==> config.mk <==
export PLATFORM = sky130hd
export DESIGN_NAME = tiri_div
export DESIGN_NICKNAME = d
export VERILOG_FILES = /design/src/rtl/core/tiri_pkg.sv /design/src/rtl/core/tiri_div.sv
export SDC_FILE = /design/constraint.sdc
export NUM_CORES = 1
export LEC_CHECK = 0
export BUFFER_PORTS_ARGS = -buffer_cell sky130_fd_sc_hd__buf_2
export CAP_MARGIN = 20
export CORE_MARGIN = 2
export CORE_UTILIZATION = 33
export CTS_CLUSTER_SIZE = 14
export DETAILED_ROUTE_END_ITERATION = 10
export PLACE_DENSITY = 0.55
export SLEW_MARGIN = 30
export SYNTH_ARGS = -nofsm -noshare
export SYNTH_HDL_FRONTEND = slang
export SYNTH_SLANG_ARGS = --single-unit
==> constraint.sdc <==
create_clock -name clock -period 6.31 [get_ports clock]
set_clock_uncertainty 0.15 [all_clocks]
set_input_delay 0.631 -clock clock [delete_from_list [all_inputs] [get_ports clock]]
set_output_delay 0.631 -clock clock [all_outputs]
set_load 0.01 [all_outputs]
==> src/rtl/core/tiri_pkg.sv <==
// Shared types and constants of the table interpolated refractive index core.
// Used by tiri_div and table_interpolated_refractive_index_core; no dependencies.
`default_nettype none
package tiri_pkg;

   localparam int TABLE_DEPTH_DEFAULT = 1024;
   localparam int FRAC_BITS           = 24;

   // 1e7 * 2^28 / 2^32: the quotient saturates when the wavenumber is at most this.
   localparam logic [31:0] SAT_LIMIT = 32'd625000;
   // Twice SAT_LIMIT: first partial remainder of the wavelength division.
   localparam logic [32:0] WL_REM_INIT = 33'd1250000;

   localparam logic [5:0] WL_DIV_STEPS   = 6'd32;
   localparam logic [5:0] FRAC_DIV_STEPS = 6'd25;

   typedef enum logic {
      CMD_WRITE = 1'b0,
      CMD_QUERY = 1'b1
   } command_type;

   typedef enum logic [1:0] {
      STATUS_INTERP = 2'd0,
      STATUS_FIRST  = 2'd1,
      STATUS_LAST   = 2'd2,
      STATUS_ZERO   = 2'd3
   } status_type;

   typedef struct packed {
      logic               command;
      logic [9:0]         entry_index;
      logic [31:0]        entry_wavelength;
      logic signed [31:0] entry_real;
      logic signed [31:0] entry_imag;
      logic [31:0]        query_wavenumber;
   } req_type;

   typedef struct packed {
      logic signed [31:0] real_part;
      logic signed [31:0] imag_part;
      logic [1:0]         status;
   } rsp_type;

   typedef struct packed {
      logic [31:0]        wavelength;
      logic signed [31:0] re;
      logic signed [31:0] im;
   } entry_type;

   typedef struct packed {
      logic       start;
      logic [5:0] steps;
   } div_req_type;

endpackage
`default_nettype wire

==> src/rtl/core/tiri_div.sv <==
// Restoring divider, one quotient bit per cycle, shared by the wavelength
// and fraction divisions. Depends on tiri_pkg.
`default_nettype none
module tiri_div (
   input  wire logic                 clock,
   input  wire logic                 reset,
   input  wire tiri_pkg::div_req_type div_req,
   input  wire logic [32:0]          num,
   input  wire logic [31:0]          den,
   output logic                      done,
   output logic [31:0]               quot
);

   logic        busy_ff, busy_in;
   logic        done_ff, done_in;
   logic [5:0]  cnt_ff, cnt_in;
   logic [32:0] rem_ff, rem_in;
   logic [31:0] den_ff, den_in;
   logic [31:0] quot_ff, quot_in;
   logic        bit_q;
   logic [32:0] diff;

   always_comb begin
      busy_in = busy_ff;
      done_in = 1'b0;
      cnt_in  = cnt_ff;
      rem_in  = rem_ff;
      den_in  = den_ff;
      quot_in = quot_ff;
      bit_q   = (rem_ff >= {1'b0, den_ff});
      diff    = bit_q ? (rem_ff - {1'b0, den_ff}) : rem_ff;
      if (div_req.start) begin
         busy_in = 1'b1;
         cnt_in  = div_req.steps;
         rem_in  = num;
         den_in  = den;
         quot_in = '0;
      end else if (busy_ff) begin
         // The remainder stays below the divisor, so the shift fits in 33 bits.
         rem_in  = {diff[31:0], 1'b0};
         quot_in = {quot_ff[30:0], bit_q};
         cnt_in  = cnt_ff - 6'd1;
         if (cnt_ff == 6'd1) begin
            busy_in = 1'b0;
            done_in = 1'b1;
         end
      end
   end

   always_ff @(posedge clock) begin
      if (reset) begin
         busy_ff <= 1'b0;
         done_ff <= 1'b0;
         cnt_ff  <= '0;
      end else begin
         busy_ff <= busy_in;
         done_ff <= done_in;
         cnt_ff  <= cnt_in;
      end
      rem_ff  <= rem_in;
      den_ff  <= den_in;
      quot_ff <= quot_in;
   end

   assign done = done_ff;
   assign quot = quot_ff;

endmodule
`default_nettype wire

==> results of run 1 <==
## sequential cells by signal, indices dropped and copies added (netlist names)
| signal | cells |
|---|---|
| cnt_ff | 6 |
| quot | 32 |
| den_ff | 32 |
| rem_ff | 33 |
| busy_ff | 1 |
| done | 1 |
## area by class of cell
type,count,share of cell area [%]
Clock inverter,7,1.24
Clock buffer,9,3.16
Multi-Input combinational cell,415,43.2
Timing Repair Buffer,108,7.68
Sequential cell,105,38.6
Inverter,40,2.10
Tap cell,229,4.01
## path summary, 6_finish.rpt
| path | from | endpoint | cells past startpoint | slack [ns] |
|---|---|---|---|---|
| setup reg to reg | rem_ff[1] | rem_ff[14] | 11 | 2.44 |
| hold reg to reg | quot[31] | quot[31] | 2 | 0.37 |
| hold / removal | den[8] | den_ff[8] | 1 | 0.29 |
| setup / recovery | rem_ff[1] | rem_ff[14] | 11 | 2.44 |
## cell families (layout without fill, tap and decap cells)
family	after synthesis	in the layout	synth area share [%]
AOI/OAI and AO/OA	136	136	15.4
and+or+nand+nor	144	144	11.0
DFF	105	105	44.8
buffers and inverters	70	164	5.01
xor gates and xnor gates	31	31	4.42
adders and majority gates	35	35	7.25
muxes	69	69	12.2
## critical path, stage by stage (launching register included)
cell and delay (ns):
sky130_fd_sc_hd__edfxtp_1 0.44, sky130_fd_sc_hd__ha_1 0.32, sky130_fd_sc_hd__nor2b_2 0.16, sky130_fd_sc_hd__o2111ai_1 0.17, sky130_fd_sc_hd__a21boi_2 0.29, sky130_fd_sc_hd__o2111ai_2 0.17, sky130_fd_sc_hd__a211oi_2 0.34, sky130_fd_sc_hd__o21ai_4 0.13
sky130_fd_sc_hd__o211ai_4 0.47, sky130_fd_sc_hd__buf_4 0.35, sky130_fd_sc_hd__mux2_2 0.36, sky130_fd_sc_hd__mux2_2 0.26
## per-layer routing
metal | vias up | part of all wire [%] | GRT usage (%) | wire length (um)
met3 | 14 | 5.9 | 4.62 | 811
met4 | 4 | 1.1 | 3.77 | 148
met2 | 96 | 47 | 23.6 | 6430
met1 | 2112 | 46 | 17.7 | 6310
met5 | - | 0.22 | 0 | 30
li1 | 2314 | - | - | -
## cell usage in the layout, fill, tap and decap left out, types with 6 or more instances in the layout
cell and count:
sky130_fd_sc_hd__o21bai_1 6, sky130_fd_sc_hd__a211oi_1 7, sky130_fd_sc_hd__o211ai_1 6, sky130_fd_sc_hd__a21oi_1 36, sky130_fd_sc_hd__xor2_1 9, sky130_fd_sc_hd__o21a_1 6
sky130_fd_sc_hd__xnor2_1 22, sky130_fd_sc_hd__nand2_1 31, sky130_fd_sc_hd__inv_1 40, sky130_fd_sc_hd__a21o_1 19, sky130_fd_sc_hd__nor2_1 64, sky130_fd_sc_hd__dfxtp_1 39
sky130_fd_sc_hd__mux2i_1 39, sky130_fd_sc_hd__and3_1 8, sky130_fd_sc_hd__nand3_1 8, sky130_fd_sc_hd__clkbuf_16 9, sky130_fd_sc_hd__mux2_2 25, sky130_fd_sc_hd__edfxtp_1 65
sky130_fd_sc_hd__buf_2 105, sky130_fd_sc_hd__o21ai_0 18, sky130_fd_sc_hd__ha_1 34
## through the flow
| step | utilization, % | cells |
|---|---|---|
| after floorplan | - | 590 |
| after global placement | 37.7 | 897 |
| after detailed placement | 37.7 | 897 |
| after CTS | 39.5 | 913 |
| after global routing | 39.5 | 913 |
| final | 39.5 | 913 |
## power groups by stage
stage | logic, uW | clock network (uW) | registers (uW)
final | 1110 | 593 | 902
after CTS | 1110 | 621 | 903
after global placement | 1100 | 0 | 918
after detailed placement | 1110 | 0 | 917
after global routing | 1230 | 642 | 916
after floorplan | 916 | 0 | 896
## synthesized netlist by cell type, types with 5 or more instances
library cell | n | area share, %
sky130_fd_sc_hd__a211oi_1 | 7 | 0.86
sky130_fd_sc_hd__a21o_1 | 19 | 2.3
sky130_fd_sc_hd__a21oi_1 | 36 | 2.9
sky130_fd_sc_hd__and3_1 | 8 | 0.81
sky130_fd_sc_hd__buf_2 | 6 | 0.49
sky130_fd_sc_hd__clkbuf_1 | 16 | 0.98
sky130_fd_sc_hd__dfxtp_1 | 40 | 13
sky130_fd_sc_hd__edfxtp_1 | 65 | 32
sky130_fd_sc_hd__ha_1 | 34 | 6.9
sky130_fd_sc_hd__inv_1 | 40 | 2.4
sky130_fd_sc_hd__mux2_2 | 25 | 4.6
sky130_fd_sc_hd__mux2_4 | 5 | 1.2
sky130_fd_sc_hd__mux2i_1 | 39 | 6.4
sky130_fd_sc_hd__nand2_1 | 31 | 1.9
sky130_fd_sc_hd__nand3_1 | 8 | 0.65
sky130_fd_sc_hd__nand4_1 | 5 | 0.51
sky130_fd_sc_hd__nor2_1 | 64 | 3.9
sky130_fd_sc_hd__nor3_1 | 5 | 0.41
sky130_fd_sc_hd__o211ai_1 | 6 | 0.73
sky130_fd_sc_hd__o21a_1 | 6 | 0.73
sky130_fd_sc_hd__o21ai_0 | 18 | 1.5
sky130_fd_sc_hd__o21ai_1 | 5 | 0.41
sky130_fd_sc_hd__o21bai_1 | 6 | 0.73
sky130_fd_sc_hd__xnor2_1 | 22 | 3.1
sky130_fd_sc_hd__xor2_1 | 9 | 1.3
==> impl_metrics.ini, run 1 <==
[grt]
first_global_vias = 4647
track_usage_pct = 14.2
grt_max_degree = 75
grt_pass1_wl_mm = 22.6
globalRoute.totalOverflow = 0
grt_antenna_before_repair = 3

[timing]
setup_violations = 0
final_hold_vio_count = 0
final_min_period_over_clock_period_pct = 61.3
whs_ns = 0.286
totalNegativeSetupSlack_ns = 0
rsz0062_at_grt = no
achievable-frequency_mhz = 259
timing.max_slew.rel_slack_pct = 43.0
worstMarginPinSlew_ns = 0.855
setup_slack_of_the_critical_path_after_layout_ns = 2.44
final-max-slew-violation-count = 0
min_period_ns = 3.87

[clock_network]
cts_hold_buffers = 0
cts_post_setup_buffers_inserted = 0
clock_latency_ns = 0.37
htree_levels = 3
root_buffer = sky130_fd_sc_hd__clkbuf_16
tritoncts = built
tritoncts.num_buffers = 9
clock_path_buffers = 2
clkTransAtPathRegs_ns = 0.08
cts_resized = 0
number_of_clock_sinks = 105

[layout]
layout.cell_area.non_filler_um2 = 7140
antenna_cells_inserted = 0
syn2layout_area_growth_pct = 16.2
n_fill_cell = 1808
seqCellArea_um2 = 2760
multi_input_area_um2 = 3080
post_route_cells_drive_above_1_share_pct = 24.7
number_of_nets_in_the_layout = 788

[drt]
detailedRoute.firstIterationViolations = 212
via_count = 4540
drt_drc_violations_left = 0
post_drt_wl_per_cell_um = 15.0
viasPerCell = 4.97
drtPass1Iterations = 4
finalWirelength_mm = 13.7
postRouteAntennaNets = 0

[die]
floorplan.initialDensity_pct = 34.0
placement_rows = 49
dieArea_um2 = 19700
core_region_area_um2 = 18100
die_height_um = 140
io_pins = 107
die_w_um = 140

[synth]
synth_edf_count = 65
mappedNetlistNets = 699
post_synth.cell_area_avg_um2 = 10.4
cells_after_synth = 590
yosys_register_bits = 105
mappedNetlistArea_um2 = 6140
synth_warnings = 0
synthDistinctLibCells = 65
ys.flop_type = sky130_fd_sc_hd__edfxtp_1
postSynth.asyncResetShare_pct = 0
synth.yosys.seq_area_share_pct = 44.8

[power]
fin_total_pwr_uw = 2600
power.combinational.fraction_pct = 42.6
net-switching-power_uw = 942
internal_power_uw = 1660
power.share.clock_pct = 22.8
p_per_area_nw_per_um2 = 365
sw_frac_of_total_pct = 36.2
share_seq_of_total_power_pct = 34.7
peakVddDrop_mv = 0.141
power.leakage_uw = 0.00317

[critical_path]
timing.setup.critical_path_class = flip-flop to flip-flop
crit_fanout = 15
kind_of_end_point_of_the_critical_path = flip-flop
crit_arrival_ns = 3.83
cp.required_ns = 6.27
crit_path_start_kind = flip-flop

[placement]
finalWeightedCongestion = 0.844
pre_cts_ws_ns = 2.45
portbufs = 106
dp_hpwl_mm = 10.2
placement.cell_area_um2 = 6820

[run_status]
outcome = finished clean

[run]
cap_viol_max_count = 0

[hold_path]
hold_path.class = input port to flip-flop
(Power assumes the default switching activity.)
==> run 2, diff against run 1 <==
==> constraint.sdc (replaced) <==
create_clock -name clock -period 4 [get_ports clock]
set_clock_uncertainty 0.15 [all_clocks]
set_input_delay 0.4 -clock clock [delete_from_list [all_inputs] [get_ports clock]]
set_output_delay 0.4 -clock clock [all_outputs]
set_load 0.01 [all_outputs]
==> run 2 against run 1 <==
Net effect:
- utilization rose by 0.19 points
- via count grew 1.6%
- cell count increased by 0.11%
- power up 58%
- fmax up 8.5%
- setup slack worse by 2.0 ns
- register-to-register slack worse by 2.0 ns
- worst hold slack lost 0.23 ns
- sequential cell count did not move
- final area is 0.49% higher
- largest power group unchanged
- highest routed layer is now met4
==> impl_metrics.ini, run 2 (synthesis results as in run 1) <==
[timing]
achievable-frequency_mhz = 281
final_min_period_over_clock_period_pct = 89.1
setup_violations = 0
whs_ns = 0.0571
totalNegativeSetupSlack_ns = 0
final-max-slew-violation-count = 0
rsz0062_at_grt = no
final_hold_vio_count = 0
min_period_ns = 3.56
worstMarginPinSlew_ns = 0.834
timing.max_slew.rel_slack_pct = 44.4

[power]
power.leakage_uw = 0.00318
power.share.clock_pct = 22.6
internal_power_uw = 2630
power.combinational.fraction_pct = 43.1
net-switching-power_uw = 1490
sw_frac_of_total_pct = 36.2
share_seq_of_total_power_pct = 34.4
p_per_area_nw_per_um2 = 574
peakVddDrop_mv = 0.217

[layout]
post_route_cells_drive_above_1_share_pct = 24.8
layout.cell_area.non_filler_um2 = 7170
mostFrequentLayoutCell = sky130_fd_sc_hd__buf_2
number_of_nets_in_the_layout = 789
largest_register_ff_count = 33
syn2layout_area_growth_pct = 16.8
fin_cells = 914
largest_register = rem_ff
antenna_cells_inserted = 0
layout_common_cells = sky130_fd_sc_hd__buf_2 (105), sky130_fd_sc_hd__edfxtp_1 (65), sky130_fd_sc_hd__nor2_1 (64), sky130_fd_sc_hd__inv_1 (40)

[clock_network]
root_buffer = sky130_fd_sc_hd__clkbuf_16
tritoncts = built
number_of_clock_sinks = 105
cts_resized = 0
tritoncts.num_buffers = 9
clkTransAtPathRegs_ns = 0.08
cts_hold_buffers = 0
clock_path_buffers = 2
clock_latency_ns = 0.37
cts_post_setup_buffers_inserted = 0
htree_levels = 3

[hold_path]
hold_path.class = input port to flip-flop

[die]
placement_rows = 49
dieArea_um2 = 19700
io_pins = 107
floorplan.initialDensity_pct = 34.0
core_region_area_um2 = 18100
die_w_um = 140
die_height_um = 140

[placement]
portbufs = 106
finalWeightedCongestion = 0.853
placed_cells = 898
placement.cell_area_um2 = 6850
dp_hpwl_mm = 10.2

[critical_path]
crit_path_start_kind = flip-flop
crit_arrival_ns = 3.53
timing.setup.critical_path_class = flip-flop to flip-flop
crit_fanout = 4
cp.required_ns = 3.97
kind_of_end_point_of_the_critical_path = flip-flop

[drt]
post_drt_wl_per_cell_um = 15.1
detailedRoute.firstIterationViolations = 237
finalWirelength_mm = 13.8
drt_drc_violations_left = 0
via_count = 4613
drtPass1Iterations = 6
viasPerCell = 5.05
postRouteAntennaNets = 0

[grt]
globalRoute.totalOverflow = 0
first_global_vias = 4807
grt_max_degree = 77
grt_pass1_wl_mm = 23.0
track_usage_pct = 14.3
grt_antenna_before_repair = 1

[run]
cap_viol_max_count = 0

[run_status]
outcome = finished clean
## run 2: changes by cell type in the layout (fill, tap and decap cells not counted)
cell / delta
sky130_fd_sc_hd__inv_12: -1
sky130_fd_sc_hd__buf_4: -1
sky130_fd_sc_hd__inv_8: -1
sky130_fd_sc_hd__dfxtp_2: +1
sky130_fd_sc_hd__dfxtp_4: -1
sky130_fd_sc_hd__clkinv_8: +2
sky130_fd_sc_hd__buf_12: +2
## run 2: final timing paths
kind	from	to	slack, ns	cells past startpoint
worst max-delay path	rem_ff[0]	rem_ff[27]	0.44	12
worst min-delay path	den[5]	den_ff[5]	0.06	1
worst max register to register	rem_ff[0]	rem_ff[27]	0.44	12
worst min register to register	quot[31]	quot[31]	0.37	2
## run 2: per-stage QoR
step | power (uW) | util (%) | worst slack [ns]
detailed placement | 3200 | 37.9 | 0.466
finish | 4120 | 39.7 | 0.436
floorplan | 2860 | - | 0.740
global route | 4410 | 39.7 | 0.204
CTS | 4150 | 39.7 | 0.457
global placement | 3190 | 37.9 | 0.552
## run 2: power by group through the flow
| stage | logic, uW | clock network [uW] | registers [uW] |
|---|---|---|---|
| CTS | 1780 | 960 | 1420 |
| global route | 1970 | 1000 | 1440 |
| floorplan | 1450 | 0 | 1410 |
| global placement | 1750 | 0 | 1440 |
| detailed placement | 1770 | 0 | 1440 |
| finish | 1770 | 929 | 1420 |
## run 2: layout make-up
type | count | area [um^2]
repair buffers | 109 | 581
well taps | 229 | 287
inverters | 40 | 150
fillers | 1817 | 10900
clock inverters | 7 | 93.8
multi-input cells | 415 | 3080
clock buffers | 9 | 225
flip-flops and latches | 105 | 2750
## run 2: layer usage
metal  track usage [%]  routed length (um)  share of wire [%]  vias to the layer above
li1                  -                   -                  -                     2316
met1              17.3                6300                 46                     2176
met2              24.4                6440                 47                      107
met3              4.79                 883                6.4                       14
met4              3.83                 157                1.1                        0
met5                 0                   0                  0                        -
## run 2: critical path, cell delays in order (launching register included)
cell and delay (ns):
sky130_fd_sc_hd__edfxtp_1 0.38, sky130_fd_sc_hd__inv_1 0.08, sky130_fd_sc_hd__ha_1 0.17, sky130_fd_sc_hd__inv_1 0.06, sky130_fd_sc_hd__fa_1 0.42, sky130_fd_sc_hd__a211oi_1 0.31, sky130_fd_sc_hd__o211ai_1 0.17, sky130_fd_sc_hd__a41o_1 0.29
sky130_fd_sc_hd__a21oi_1 0.30, sky130_fd_sc_hd__o21ai_0 0.31, sky130_fd_sc_hd__a21oi_1 0.26, sky130_fd_sc_hd__xnor2_1 0.08, sky130_fd_sc_hd__a221o_1 0.33
